### src/hw/rtl/prot_pkg.sv
`timescale 1ns / 1ps
`default_nettype none

package prot_pkg;

   localparam int SES_W = 5;
   localparam int HND_W = 7;
   localparam int QUEUE_DEPTH = 2;

   localparam logic [1:0] CMD_ADD      = 2'd0;
   localparam logic [1:0] CMD_TAKE     = 2'd1;
   localparam logic [1:0] CMD_FREE_ALL = 2'd2;

   localparam logic [1:0] ST_OK          = 2'd0;
   localparam logic [1:0] ST_BUSY        = 2'd1;
   localparam logic [1:0] ST_NOT_PENDING = 2'd2;

   // Decoded operations handed from the front end to the back end.
   localparam logic [1:0] OP_IMM  = 2'd0;
   localparam logic [1:0] OP_ADD  = 2'd1;
   localparam logic [1:0] OP_TAKE = 2'd2;
   localparam logic [1:0] OP_FREE = 2'd3;

   typedef struct packed {
      logic [1:0]       cmd;
      logic [SES_W-1:0] session;
      logic [HND_W-1:0] request_handle;
   } req_type;

   typedef struct packed {
      logic [SES_W-1:0] owner_session;
      logic [1:0]       status;
      logic [7:0]       removed_count;
      logic [7:0]       pending_left;
   } rsp_type;

   typedef struct packed {
      logic [1:0]       op;
      logic [1:0]       imm_status;
      logic             hnd_ok;
      logic [SES_W-1:0] session;
      logic [HND_W-1:0] handle;
   } op_type;

   typedef struct packed {
      logic             valid;
      logic [SES_W-1:0] owner;
   } ent_type;

   function automatic logic [7:0] sat8(input logic [31:0] v);
      logic [7:0] r;
      r = (v > 32'd255) ? 8'd255 : v[7:0];
      return r;
   endfunction

endpackage

`default_nettype wire

### src/hw/rtl/prot_front.sv
`timescale 1ns / 1ps
`default_nettype none

module prot_front import prot_pkg::*; #(
   parameter int HANDLE_DEPTH  = 128,
   parameter int SESSION_COUNT = 32
) (
   input  wire logic    start,
   output logic         busy,
   input  wire req_type req_item,
   input  wire logic    q_full,
   input  wire logic    back_ready,
   output logic         push,
   output op_type       push_op
);

   logic ses_ok;
   logic hnd_ok;

   assign ses_ok = 32'(req_item.session) < 32'(SESSION_COUNT);
   assign hnd_ok = 32'(req_item.request_handle) < 32'(HANDLE_DEPTH);

   assign busy = q_full || !back_ready;
   assign push = start && !busy;

   // Requests that can be answered without touching the tables are turned
   // into immediate replies here; the back end passes them on as results.
   always_comb begin
      push_op.op = OP_IMM;
      push_op.imm_status = ST_OK;
      push_op.hnd_ok = hnd_ok;
      push_op.session = req_item.session;
      push_op.handle = req_item.request_handle;
      case (req_item.cmd)
         CMD_ADD: begin
            if (ses_ok) begin
               push_op.op = OP_ADD;
            end else begin
               push_op.imm_status = ST_BUSY;
            end
         end
         CMD_TAKE: begin
            if (hnd_ok) begin
               push_op.op = OP_TAKE;
            end else begin
               push_op.imm_status = ST_NOT_PENDING;
            end
         end
         CMD_FREE_ALL: begin
            if (ses_ok) begin
               push_op.op = OP_FREE;
            end
         end
         default: begin
            push_op.op = OP_IMM;
         end
      endcase
   end

endmodule

`default_nettype wire

### src/hw/rtl/prot_queue.sv
`timescale 1ns / 1ps
`default_nettype none

module prot_queue import prot_pkg::*; (
   input  wire logic   clock,
   input  wire logic   reset,
   input  wire logic   push,
   input  wire op_type push_op,
   input  wire logic   pop,
   output logic        full,
   output logic        head_valid,
   output op_type      head_op
);

   localparam int PTR_W = (QUEUE_DEPTH > 1) ? $clog2(QUEUE_DEPTH) : 1;
   localparam int CNT_W = $clog2(QUEUE_DEPTH + 1);

   op_type             slot_ff [QUEUE_DEPTH];
   logic [PTR_W-1:0]   wr_ptr_ff, wr_ptr_in;
   logic [PTR_W-1:0]   rd_ptr_ff, rd_ptr_in;
   logic [CNT_W-1:0]   count_ff, count_in;

   assign full = (count_ff == CNT_W'(QUEUE_DEPTH));
   assign head_valid = (count_ff != '0);
   assign head_op = slot_ff[rd_ptr_ff];

   always_comb begin
      wr_ptr_in = wr_ptr_ff;
      rd_ptr_in = rd_ptr_ff;
      count_in = count_ff;
      if (push) begin
         wr_ptr_in = (wr_ptr_ff == PTR_W'(QUEUE_DEPTH - 1)) ? '0 : wr_ptr_ff + PTR_W'(1);
      end
      if (pop) begin
         rd_ptr_in = (rd_ptr_ff == PTR_W'(QUEUE_DEPTH - 1)) ? '0 : rd_ptr_ff + PTR_W'(1);
      end
      if (push && !pop) begin
         count_in = count_ff + CNT_W'(1);
      end else if (pop && !push) begin
         count_in = count_ff - CNT_W'(1);
      end
   end

   always_ff @(posedge clock) begin
      if (reset) begin
         wr_ptr_ff <= '0;
         rd_ptr_ff <= '0;
         count_ff <= '0;
      end else begin
         wr_ptr_ff <= wr_ptr_in;
         rd_ptr_ff <= rd_ptr_in;
         count_ff <= count_in;
      end
   end

   always_ff @(posedge clock) begin
      if (push) begin
         slot_ff[wr_ptr_ff] <= push_op;
      end
   end

endmodule

`default_nettype wire

### src/hw/rtl/prot_back.sv
`timescale 1ns / 1ps
`default_nettype none

module prot_back import prot_pkg::*; #(
   parameter int HANDLE_DEPTH  = 128,
   parameter int SESSION_COUNT = 32
) (
   input  wire logic   clock,
   input  wire logic   reset,
   input  wire logic   head_valid,
   input  wire op_type head_op,
   output logic        pop,
   output logic        back_ready,
   output logic        rsp_valid,
   output rsp_type     rsp_item
);

   localparam int HIDX_W = $clog2(HANDLE_DEPTH);
   localparam int SIDX_W = $clog2(SESSION_COUNT);
   localparam int CNT_W  = $clog2(HANDLE_DEPTH + 1);
   localparam int CLR_N  = (HANDLE_DEPTH > SESSION_COUNT) ? HANDLE_DEPTH : SESSION_COUNT;
   localparam int CLR_W  = $clog2(CLR_N);

   localparam logic [2:0] S_CLEAR    = 3'd0;
   localparam logic [2:0] S_IDLE     = 3'd1;
   localparam logic [2:0] S_ADD      = 3'd2;
   localparam logic [2:0] S_TAKE_ENT = 3'd3;
   localparam logic [2:0] S_TAKE_CNT = 3'd4;
   localparam logic [2:0] S_FA_CNT   = 3'd5;
   localparam logic [2:0] S_FA_SCAN  = 3'd6;

   ent_type            ent_mem_ff [HANDLE_DEPTH];
   logic [CNT_W-1:0]   cnt_mem_ff [SESSION_COUNT];
   ent_type            ent_rd_ff;
   logic [CNT_W-1:0]   cnt_rd_ff;

   logic [2:0]         state_ff, state_in;
   op_type             cur_ff, cur_in;
   logic [CLR_W-1:0]   clr_idx_ff, clr_idx_in;
   logic [HIDX_W-1:0]  scan_idx_ff, scan_idx_in;
   logic [CNT_W-1:0]   cnt_ff, cnt_in;
   logic [CNT_W-1:0]   freed_ff, freed_in;
   logic [SES_W-1:0]   owner_ff, owner_in;
   logic               rsp_valid_ff, rsp_valid_in;
   rsp_type            rsp_ff, rsp_in;

   logic [HIDX_W-1:0]  ent_raddr;
   logic               ent_we;
   logic [HIDX_W-1:0]  ent_waddr;
   ent_type            ent_wdata;
   logic [SIDX_W-1:0]  cnt_raddr;
   logic               cnt_we;
   logic [SIDX_W-1:0]  cnt_waddr;
   logic [CNT_W-1:0]   cnt_wdata;

   logic               hit;
   logic [CNT_W-1:0]   cnt_next;
   logic [CNT_W-1:0]   freed_next;
   logic [CNT_W-1:0]   cnt_dec;

   assign hit = ent_rd_ff.valid && (ent_rd_ff.owner == cur_ff.session);
   assign cnt_next = cnt_ff - CNT_W'(hit);
   assign freed_next = freed_ff + CNT_W'(hit);
   assign cnt_dec = (cnt_rd_ff != '0) ? cnt_rd_ff - CNT_W'(1) : cnt_rd_ff;

   assign back_ready = (state_ff != S_CLEAR);
   assign rsp_valid = rsp_valid_ff;
   assign rsp_item = rsp_ff;

   always_comb begin
      state_in = state_ff;
      cur_in = cur_ff;
      clr_idx_in = clr_idx_ff;
      scan_idx_in = scan_idx_ff;
      cnt_in = cnt_ff;
      freed_in = freed_ff;
      owner_in = owner_ff;
      rsp_valid_in = 1'b0;
      rsp_in = '0;
      pop = 1'b0;
      ent_raddr = HIDX_W'(head_op.handle);
      ent_we = 1'b0;
      ent_waddr = HIDX_W'(cur_ff.handle);
      ent_wdata = '0;
      cnt_raddr = SIDX_W'(head_op.session);
      cnt_we = 1'b0;
      cnt_waddr = SIDX_W'(cur_ff.session);
      cnt_wdata = '0;

      case (state_ff)
         S_CLEAR: begin
            ent_we = 1'b1;
            ent_waddr = HIDX_W'(clr_idx_ff);
            cnt_we = 1'b1;
            cnt_waddr = SIDX_W'(clr_idx_ff);
            if (clr_idx_ff == CLR_W'(CLR_N - 1)) begin
               state_in = S_IDLE;
            end else begin
               clr_idx_in = clr_idx_ff + CLR_W'(1);
            end
         end
         S_IDLE: begin
            if (head_valid) begin
               pop = 1'b1;
               cur_in = head_op;
               case (head_op.op)
                  OP_ADD: begin
                     state_in = S_ADD;
                  end
                  OP_TAKE: begin
                     state_in = S_TAKE_ENT;
                  end
                  OP_FREE: begin
                     state_in = S_FA_CNT;
                  end
                  default: begin
                     rsp_valid_in = 1'b1;
                     rsp_in.status = head_op.imm_status;
                  end
               endcase
            end
         end
         S_ADD: begin
            rsp_valid_in = 1'b1;
            state_in = S_IDLE;
            if (!cur_ff.hnd_ok || ent_rd_ff.valid) begin
               rsp_in.status = ST_BUSY;
               rsp_in.pending_left = sat8(32'(cnt_rd_ff));
            end else begin
               ent_we = 1'b1;
               ent_wdata.valid = 1'b1;
               ent_wdata.owner = cur_ff.session;
               cnt_we = 1'b1;
               cnt_wdata = cnt_rd_ff + CNT_W'(1);
               rsp_in.status = ST_OK;
               rsp_in.pending_left = sat8(32'(cnt_rd_ff) + 32'd1);
            end
         end
         S_TAKE_ENT: begin
            if (!ent_rd_ff.valid) begin
               rsp_valid_in = 1'b1;
               rsp_in.status = ST_NOT_PENDING;
               state_in = S_IDLE;
            end else begin
               ent_we = 1'b1;
               cnt_raddr = SIDX_W'(ent_rd_ff.owner);
               owner_in = ent_rd_ff.owner;
               state_in = S_TAKE_CNT;
            end
         end
         S_TAKE_CNT: begin
            cnt_we = 1'b1;
            cnt_waddr = SIDX_W'(owner_ff);
            cnt_wdata = cnt_dec;
            rsp_valid_in = 1'b1;
            rsp_in.owner_session = owner_ff;
            rsp_in.status = ST_OK;
            rsp_in.removed_count = 8'd1;
            rsp_in.pending_left = sat8(32'(cnt_dec));
            state_in = S_IDLE;
         end
         S_FA_CNT: begin
            cnt_in = cnt_rd_ff;
            freed_in = '0;
            if (cnt_rd_ff == '0) begin
               rsp_valid_in = 1'b1;
               state_in = S_IDLE;
            end else begin
               ent_raddr = '0;
               scan_idx_in = '0;
               state_in = S_FA_SCAN;
            end
         end
         S_FA_SCAN: begin
            // The read of the next entry overlaps the check of this one.
            ent_waddr = scan_idx_ff;
            ent_we = hit;
            if ((cnt_next == '0) || (scan_idx_ff == HIDX_W'(HANDLE_DEPTH - 1))) begin
               cnt_we = 1'b1;
               cnt_wdata = cnt_next;
               rsp_valid_in = 1'b1;
               rsp_in.status = ST_OK;
               rsp_in.removed_count = sat8(32'(freed_next));
               rsp_in.pending_left = sat8(32'(cnt_next));
               state_in = S_IDLE;
            end else begin
               ent_raddr = scan_idx_ff + HIDX_W'(1);
               scan_idx_in = scan_idx_ff + HIDX_W'(1);
               cnt_in = cnt_next;
               freed_in = freed_next;
            end
         end
         default: begin
            state_in = S_IDLE;
         end
      endcase
   end

   always_ff @(posedge clock) begin
      if (reset) begin
         state_ff <= S_CLEAR;
         clr_idx_ff <= '0;
         rsp_valid_ff <= 1'b0;
      end else begin
         state_ff <= state_in;
         clr_idx_ff <= clr_idx_in;
         rsp_valid_ff <= rsp_valid_in;
      end
   end

   always_ff @(posedge clock) begin
      cur_ff <= cur_in;
      scan_idx_ff <= scan_idx_in;
      cnt_ff <= cnt_in;
      freed_ff <= freed_in;
      owner_ff <= owner_in;
      rsp_ff <= rsp_in;
   end

   always_ff @(posedge clock) begin
      if (ent_we) begin
         ent_mem_ff[ent_waddr] <= ent_wdata;
      end
      ent_rd_ff <= ent_mem_ff[ent_raddr];
   end

   always_ff @(posedge clock) begin
      if (cnt_we) begin
         cnt_mem_ff[cnt_waddr] <= cnt_wdata;
      end
      cnt_rd_ff <= cnt_mem_ff[cnt_raddr];
   end

   a_no_rsp_in_clear: assert property (@(posedge clock) disable iff (reset)
      (state_ff == S_CLEAR) |-> !rsp_valid_ff)
      else $error("response issued during the clearing pass");

   a_rsp_ends_in_idle: assert property (@(posedge clock) disable iff (reset)
      rsp_valid_ff |-> (state_ff == S_IDLE))
      else $error("response issued while a command is still in progress");

   a_scan_count_live: assert property (@(posedge clock) disable iff (reset)
      (state_ff == S_FA_SCAN) |-> (cnt_ff != '0))
      else $error("free-all scan running with no pending handles left");

   a_take_frees_one: assert property (@(posedge clock) disable iff (reset)
      (rsp_valid_ff && ($past(state_ff) == S_TAKE_CNT)) |-> (rsp_ff.removed_count == 8'd1))
      else $error("successful take did not report one freed handle");

endmodule

`default_nettype wire

### src/hw/rtl/pending_request_owner_table_top.sv
`timescale 1ns / 1ps
`default_nettype none

// Pending request owner table.
// Input channel: drive req_item with start high; the item is taken at a clock edge where
// start is high and busy is low. Commands are add, take and free-all of a session.
// Result channel: each item gives exactly one result, shown on rsp_item for a single cycle
// with rsp_valid high. The receiver cannot stall, so results are never held back.
// Items pass through a two-entry queue between the decoder and the table engine, so busy
// rises only when that queue is full or the tables are being cleared.
// The table engine handles one item at a time while later items wait in the queue.
// Free-all scans up to HANDLE_DEPTH handles, since the handle table has one read port and
// is walked one entry a cycle from index 0.
// Commands rejected by the decoder and unused ones are answered from the idle state; add
// reads the handle entry and the session count, take reads the entry and then the owner's
// count, and free-all reads the count and then scans. A result is held back while earlier
// items are still queued or in progress.
// Reset: after reset is released the handle table and the session counts are cleared,
// one entry a cycle, over the larger of HANDLE_DEPTH and SESSION_COUNT entries; busy stays
// high for that time and then every handle is free and every count is zero.
module pending_request_owner_table_top import prot_pkg::*; #(
   parameter int HANDLE_DEPTH  = 128,
   parameter int SESSION_COUNT = 32
) (
   input  wire logic    clock,
   input  wire logic    reset,
   input  wire logic    start,
   output logic         busy,
   input  wire req_type req_item,
   output logic         rsp_valid,
   output rsp_type      rsp_item
);

   logic   q_full;
   logic   back_ready;
   logic   push;
   op_type push_op;
   logic   pop;
   logic   head_valid;
   op_type head_op;

   prot_front #(
      .HANDLE_DEPTH  (HANDLE_DEPTH),
      .SESSION_COUNT (SESSION_COUNT)
   ) u_front (
      .start      (start),
      .busy       (busy),
      .req_item   (req_item),
      .q_full     (q_full),
      .back_ready (back_ready),
      .push       (push),
      .push_op    (push_op)
   );

   prot_queue u_queue (
      .clock      (clock),
      .reset      (reset),
      .push       (push),
      .push_op    (push_op),
      .pop        (pop),
      .full       (q_full),
      .head_valid (head_valid),
      .head_op    (head_op)
   );

   prot_back #(
      .HANDLE_DEPTH  (HANDLE_DEPTH),
      .SESSION_COUNT (SESSION_COUNT)
   ) u_back (
      .clock      (clock),
      .reset      (reset),
      .head_valid (head_valid),
      .head_op    (head_op),
      .pop        (pop),
      .back_ready (back_ready),
      .rsp_valid  (rsp_valid),
      .rsp_item   (rsp_item)
   );

endmodule

`default_nettype wire

### config.mk
export PLATFORM = sky130hd
export DESIGN_NAME = pending_request_owner_table_top
export DESIGN_NICKNAME = d
export VERILOG_FILES = /design/src/hw/rtl/prot_pkg.sv /design/src/hw/rtl/prot_front.sv /design/src/hw/rtl/prot_queue.sv /design/src/hw/rtl/prot_back.sv /design/src/hw/rtl/pending_request_owner_table_top.sv
export SDC_FILE = /design/constraint.sdc
export NUM_CORES = 2
export LEC_CHECK = 0
export ABC_AREA = 1
export ABC_CLOCK_PERIOD_IN_PS = 19000
export BUFFER_PORTS_ARGS = -buffer_cell sky130_fd_sc_hd__buf_2
export CORE_MARGIN = 5
export CORE_UTILIZATION = 50
export CTS_BUF_LIST = sky130_fd_sc_hd__clkbuf_16
export DETAILED_ROUTE_END_ITERATION = 8
export GPL_TIMING_DRIVEN = 0
export PLACE_DENSITY_LB_ADDON = 0.1
export SYNTH_ARGS = -nofsm -noshare
export SYNTH_HDL_FRONTEND = slang
export SYNTH_SLANG_ARGS = --single-unit
### constraint.sdc
create_clock -name clock -period 19 [get_ports clock]
set_clock_uncertainty 0.15 [all_clocks]
set_input_delay 1.9 -clock clock [delete_from_list [all_inputs] [get_ports clock]]
set_output_delay 1.9 -clock clock [all_outputs]
set_load 0.01 [all_outputs]
# [Yosys cells after proc, flatten, opt, wreduce, memory -nomap -nowiden]
# Memory sizes are Yosys's and may differ from the RTL's. A register that Yosys moved wholly into a read port is not among the register bits.
# Cells that the tools add are included.
[totals] regBits=79 latchBits=0 ramBits=1052 rom_bits=0 inputBits=17 output_inout_bits=25 wordCells=146 n_memories=3
[op_classes] n_addsub=11 n_mul=0 n_div=0 magnitude_cmp=1 eq_ne=21 shifts=0 muxes=62 bitwise_logic=1 reduce_logical=30
[memory_table] memory="u_back.ent_mem_ff" depth=128 word_bits=6 rd=1 rd_ports_with_merged_regs=1 write_ports=1 line="prot_back.sv:32" text="ent_type ent_mem_ff [HANDLE_DEPTH];"
[memory_table] memory="u_back.cnt_mem_ff" depth=32 word_bits=8 rd=1 rd_ports_with_merged_regs=1 write_ports=1 line="prot_back.sv:33" text="logic [CNT_W-1:0] cnt_mem_ff [SESSION_COUNT];"
[memory_table] memory="u_queue.slot_ff" depth=2 word_bits=14 rd=1 rd_ports_with_merged_regs=1 write_ports=1 line="prot_queue.sv:18" text="op_type slot_ff [QUEUE_DEPTH];"
[op_table] op="2-to-1 mux 8 bit" count=7
[op_table] op="case mux 8 bit (2 select lines)" count=3
[op_table] op="case mux 8 bit (3 select lines)" count=2
[op_table] op="case mux 7 bit (2 select lines)" count=3
[op_table] op="greater-than comparator 32 x 8 -> 1 bit, second input constant" count=1
[op_table] op="2-to-1 mux 7 bit" count=4
[op_table] op="2-to-1 mux 1 bit" count=20
[op_table] op="logical NOT 8 bit" count=2
[op_table] op="2-to-1 mux 16 bit" count=1
[op_table] op="2-to-1 mux 3 bit" count=5
[op_table] op="case mux 3 bit (5 select lines)" count=1
[op_table] op="adder 7 x 1 -> 7 bit, second input constant" count=2
[op_table] op="equality test 7 bit, second input constant" count=2
[op_table] op="2-to-1 mux 6 bit" count=2
[op_table] op="2-to-1 mux 2 bit" count=5
[op_table] op="2-to-1 mux 5 bit" count=2
[op_table] op="case mux 5 bit (2 select lines)" count=1
[op_table] op="adder 8 x 1 -> 9 bit, second input constant" count=1
[op_table] op="equality test 3 bit, second input constant" count=3
[op_table] op="case mux 3 bit (3 select lines)" count=1
[op_table] op="adder 8 x 1 -> 8 bit" count=1
[op_table] op="adder 8 x 1 -> 8 bit, second input constant" count=1
[op_table] op="equality test 2 bit, second input constant" count=4
[op_table] op="case mux 2 bit (4 select lines)" count=1
[op_table] op="other kinds (30)" count=51

# [Depth between registers and ports, before layout]
[logic_depth] depth_word=9 mapped_depth=31 depth_no_buf=28

# [Cells and area by module]
# Synthesis repeated with hierarchy kept, for this count alone.
[hier_totals] cells_unflattened=4520 hier_area_um2=50537.2
[modules_own_cells] module="prot_back" instances=1 cells_each=4406 area_each_um2=48836.8
[modules_own_cells] module="prot_queue" instances=1 cells_each=86 area_each_um2=1507.7
[modules_own_cells] module="prot_front" instances=1 cells_each=28 area_each_um2=192.7

# [Worst setup path after synthesis]
# OpenSTA, ideal clock, no wires.
[synth_path] path_type="register -> register" startpoint="reg u_back.state_ff[1]" endpoint="mem u_back.ent_mem_ff[0][0] (netlist name) (data pin)" setup_ns=0.795 arrival_ns=6.461 required_ns=18.055 path_slack_ns=11.595 path_stages_with_launch=10 path_buffers=1 period_less_slack_ns=7.405 cell_sequence="dfxtp_1 -> inv_2 -> nor2_1 -> inv_1 -> nor2_1 -> inv_1 -> nor2_1 -> clkbuf_1 -> inv_1 -> nor2_1"
[synth_lines] item="start: declaration" line="prot_back.sv:37" text="logic [2:0] state_ff, state_in;"
[synth_lines] item="start signal: assignment" line="prot_back.sv:205" text="state_ff <= state_in;"
[synth_lines] item="end: declaration" line="prot_back.sv:32"

# [Worst setup path after layout]
[layout_path] startpoint="reg u_back.cur_ff[9] (netlist name)" endpoint="reg, netlist name u_back.ent_rd_ff[5]"
[layout_via] elab_chain_len=7
[layout_rtl] item="start: declaration" line="prot_back.sv:38" text="op_type cur_ff, cur_in;"
[layout_rtl] item="start signal: assignment" line="prot_back.sv:212" text="cur_ff <= cur_in;"
[layout_rtl] item="equality test 5 bit" line="prot_back.sv:61" text="assign hit = ent_rd_ff.valid && (ent_rd_ff.owner == cur_ff.session);"
[layout_rtl] item="logical AND 1 bit" line="prot_back.sv:61"
[layout_rtl] item="subtractor 8 x 1 -> 8 bit" line="prot_back.sv:62" text="assign cnt_next = cnt_ff - CNT_W'(hit);"
[layout_rtl] item="logical NOT 8 bit" line="prot_back.sv:178" text="if ((cnt_next == '0) || (scan_idx_ff == HIDX_W'(HANDLE_DEPTH - 1))) begin"
[layout_rtl] item="logical OR 1 bit" line="prot_back.sv:178"
[layout_rtl] item="2-to-1 mux 7 bit" line="prot_back.sv:178"
[layout_rtl] item="case mux 7 bit (2 select lines)" line="prot_back.sv:90" text="case (state_ff)"
# No other way between the ends.
# A chain may end at the register's enable or synchronous reset.

==> flow_metrics.tcl <==
set metrics [dict create \
    worst_slew_pin_slew_ns 1.49 \
    portBuffers 41 \
    clock-sinks 1145 \
    std_cell_rows 115 \
    nets 4722 \
    arrival_ns 6.63 \
    maxCapViolCount 0 \
    post_drt_via_cell_ratio 5.82 \
    layout.cells.non_filler 6079 \
    die_w_um 326 \
    ys_warn_count 0 \
    crit_path_end_kind "register" \
    status "finished, final reports clean" \
    grt_overflow 0 \
    wl_per_cell_um 25.7 \
    synth.distinct_cells 45 \
    ctsResizeCount 0 \
    required_ns 19.41 \
    postSynthCellCount 4503 \
    hold_violations 0 \
    antenna_found_initial 2 \
    min_period_ns 6.22 \
    nFillCells 8348 \
    peakVddDrop_mv 0.102 \
    synth_nets 4534 \
    grt_usage 0.287 \
    cts-root-buf "clkbuf_16" \
    cts_setup_buffers 0 \
    cp_slowest_cell "clkbuf_1" \
    start_util 0.505 \
    rsz0062_at_grt "no" \
    grt_max_degree 68 \
    max_freq_mhz 161 \
    synth_compound_area_frac 0.0402 \
    synth_fa_ha_area_frac 0.00351 \
    firstDrtPassIters 8 \
    die_height_um 326 \
    worstSetupStartpointType "register" \
    clkLatencyLatePin_ns 0.72 \
    gp_congestion 0.969 \
    fin_area_um2 56200 \
    leakage_nw 20.6 \
    core-area_um2 98700 \
    num_vias 35400 \
    yosysSeqAreaShare 0.679 \
    cts_hold_buffers 0 \
    synth_top_family_by_area "simple AND/OR/NAND/NOR gates" \
    synthXorXnorAreaFrac 0.00176 \
    die-area_um2 106000 \
    ctsLongestPathBuffers 3 \
    ys_seq_elements 1145 \
    synth-simple-area-share 0.212 \
    place_ws_ns 12.94 \
    cts_tree "built" \
    slowest_delay_ns 0.68 \
    cts-buffers-inserted 119 \
    placed_cell_area_um2 52200 \
    grt_pass1_vias 33400 \
    drv_slew 0 \
    clk_pin_slew_ns 0.06 \
    path_max_fanout 10 \
    grt_pass1_wl_um 224000 \
    post_synth_instance_area_um2 49900 \
    synthMuxAreaShare 0.000201 \
    period_share 0.328 \
    area_growth_pct 12.8 \
    drt-initial-drc-count 4217 \
    htreeDepth 3 \
    ant_nets 0 \
    diodes 0 \
    io_pins 42 \
    crit_path_frequent_cell "nand3_1" \
    hp-class "register to register" \
    fin_util 0.570 \
    drive_above_1_share 0.0876 \
    setup_tns_ns 0 \
    wl_um 156000 \
    worst_slack_ns 12.78 \
    dp.cells 5854 \
    finalSetupViolCount 0 \
    path_class "register to register" \
    syn_area_per_cell_um2 11.1 \
    relSlewSlack 0.00993 \
    drc 0 \
    dp_hpwl_um 109000 \
    power_density_nw_per_um2 102 \
]
==> cells in the mapped netlist <==
cell,number,area [µm²]
clkinv_1,1,3.75
nor4_1,3,18.8
o22ai_4,1,20.0
ha_1,14,175
o21ai_1,9,45.0
nand2_2,5,31.3
o21ai_0,173,866
nand2_1,652,2450
and3_1,1,6.26
inv_2,13,48.8
nand2_4,1,11.3
mux2i_1,1,10.0
nor3_2,1,10.0
nand3b_1,283,2120
o21a_1,4,30.0
o311ai_0,1,8.76
nand3_2,1,10.0
a22oi_1,1,7.51
a211oi_1,7,52.6
buf_6,8,90.1
nor2_2,3,18.8
edfxtp_1,1092,32800
nor2_1,394,1480
a31oi_1,15,93.8
a2111oi_0,1,8.76
inv_1,500,1880
o211ai_2,6,75.1
xnor2_1,2,17.5
nand4_1,21,131
a221oi_1,3,26.3
o211ai_1,9,67.6
o2111ai_1,1,8.76
clkbuf_1,141,529
xor2_1,8,70.1
nor3_1,15,75.1
a21oi_1,30,150
or2_2,8,50.1
o22ai_1,27,169
buf_1,12,45.0
buf_4,6,45.0
o221ai_1,43,377
nor2_4,2,22.5
buf_2,106,531
nand3_1,825,4130
dfxtp_1,53,1060
==> path summary, 6_finish.rpt <==
path / endpoint / cells past startpoint / slack, ns / start
worst max register to register: u_back.ent_rd_ff[5] / 27 / 12.78 / u_back.cur_ff[9]
worst min register to register: u_back.clr_idx_ff[4] / 1 / 0.29 / u_back.clr_idx_ff[3]
worst max-delay path: u_back.ent_rd_ff[5] / 27 / 12.78 / u_back.cur_ff[9]
worst min-delay path: u_back.clr_idx_ff[4] / 1 / 0.29 / u_back.clr_idx_ff[3]
==> state kept, by name, indices dropped and copies added, names as in the netlist, named ones only <==
| name | count |
|---|---|
| u_back.ent_mem_ff | 768 |
| u_back.cnt_mem_ff | 256 |
| u_queue.slot_ff | 28 |
| u_back.rsp_item | 23 |
| u_back.cur_ff | 12 |
| u_back.cnt_ff | 8 |
| u_back.cnt_rd_ff | 8 |
| u_back.freed_ff | 8 |
| u_back.clr_idx_ff | 7 |
| u_back.scan_idx_ff | 7 |
| u_back.ent_rd_ff | 6 |
| u_back.owner_ff | 5 |
| u_back.state_ff | 3 |
| u_queue.count_ff | 2 |
| u_back.rsp_valid | 1 |
| u_queue.rd_ptr_ff | 1 |
| u_queue.wr_ptr_ff | 1 |
==> critical path: cells and delay by family (launching register included) <==
kind	cells	cell delay, ns
flip-flops	1	0.44
AO/OA/AOI/OAI	3	0.78
buffers and inverters	5	1.22
adder cells (fa/ha/maj)	2	0.47
AND/OR/NAND/NOR	17	2.95
==> routing by layer <==
layer / vias to the layer above / part of all wire / GRT usage
li1: 16100 / - / -
met1: 17200 / 0.40 / 0.388
met2: 1705 / 0.47 / 0.467
met3: 344 / 0.087 / 0.0521
met4: 0 / 0.046 / 0.110
met5: - / 0 / 0
==> cell type report <==
class	count	area [µm²]	area share
flip-flops and latches	1145	33900	0.602
multi-input cells	2571	12900	0.229
clock buffers	122	3050	0.0543
inverters	514	1930	0.0343
well taps	1287	1610	0.0286
plain buffers	273	1240	0.0221
clock inverters	100	866	0.0154
repair buffers	67	796	0.0142
==> per-stage QoR <==
step / power, mW / hold slack (ns)
2_1_floorplan: 3.19 / 0.258
3_3_place_gp: 3.43 / 0.267
3_5_place_dp: 3.43 / 0.283
4_1_cts: 5.74 / 0.296
5_1_grt: 5.92 / 0.328
6_report: 5.76 / 0.291
==> layout by cell type (no fill, tap or decap), types with 5 or more instances in the layout <==
cell type,n
o221ai_1,43
nor2_1,389
clkbuf_16,122
clkinvlp_4,6
nor3_1,15
buf_2,147
xor2_1,8
a31oi_1,15
bufinv_16,13
o21ai_1,9
inv_2,14
edfxtp_1,1092
a211oi_1,7
buf_6,8
buf_1,12
nand3b_1,283
nand2_2,5
nand4_1,21
clkinv_1,21
buf_12,14
o22ai_1,27
o21ai_0,173
o211ai_2,6
nand2_1,652
or2_2,8
dfxtp_1,53
inv_1,517
buf_4,7
buf_16,11
clkinv_2,33
o211ai_1,9
clkbuf_1,139
nor2_4,7
ha_1,14
a21oi_1,30
nand3_1,825
==> where the power goes <==
group / internal, mW / leakage [nW] / total, mW / switching [mW]
registers: 2.80 / 8.71 / 2.82 / 0.0208
logic: 0.136 / 9.93 / 0.586 / 0.450
clock network: 1.34 / 2.00 / 2.35 / 1.01
==> cells by family (layout without fill, tap and decap cells) <==
family                   after synthesis  after routing
flip-flops                          1145           1145
XOR/XNOR                              10             10
buffers and inverters                787           1076
AND/OR/NAND/NOR                     2215           2215
multiplexers                           1              1
AO/OA/AOI/OAI                        331            331
adder cells (fa/ha/maj)               14             14
No activity file was read; power rests on OpenSTA's default activity.
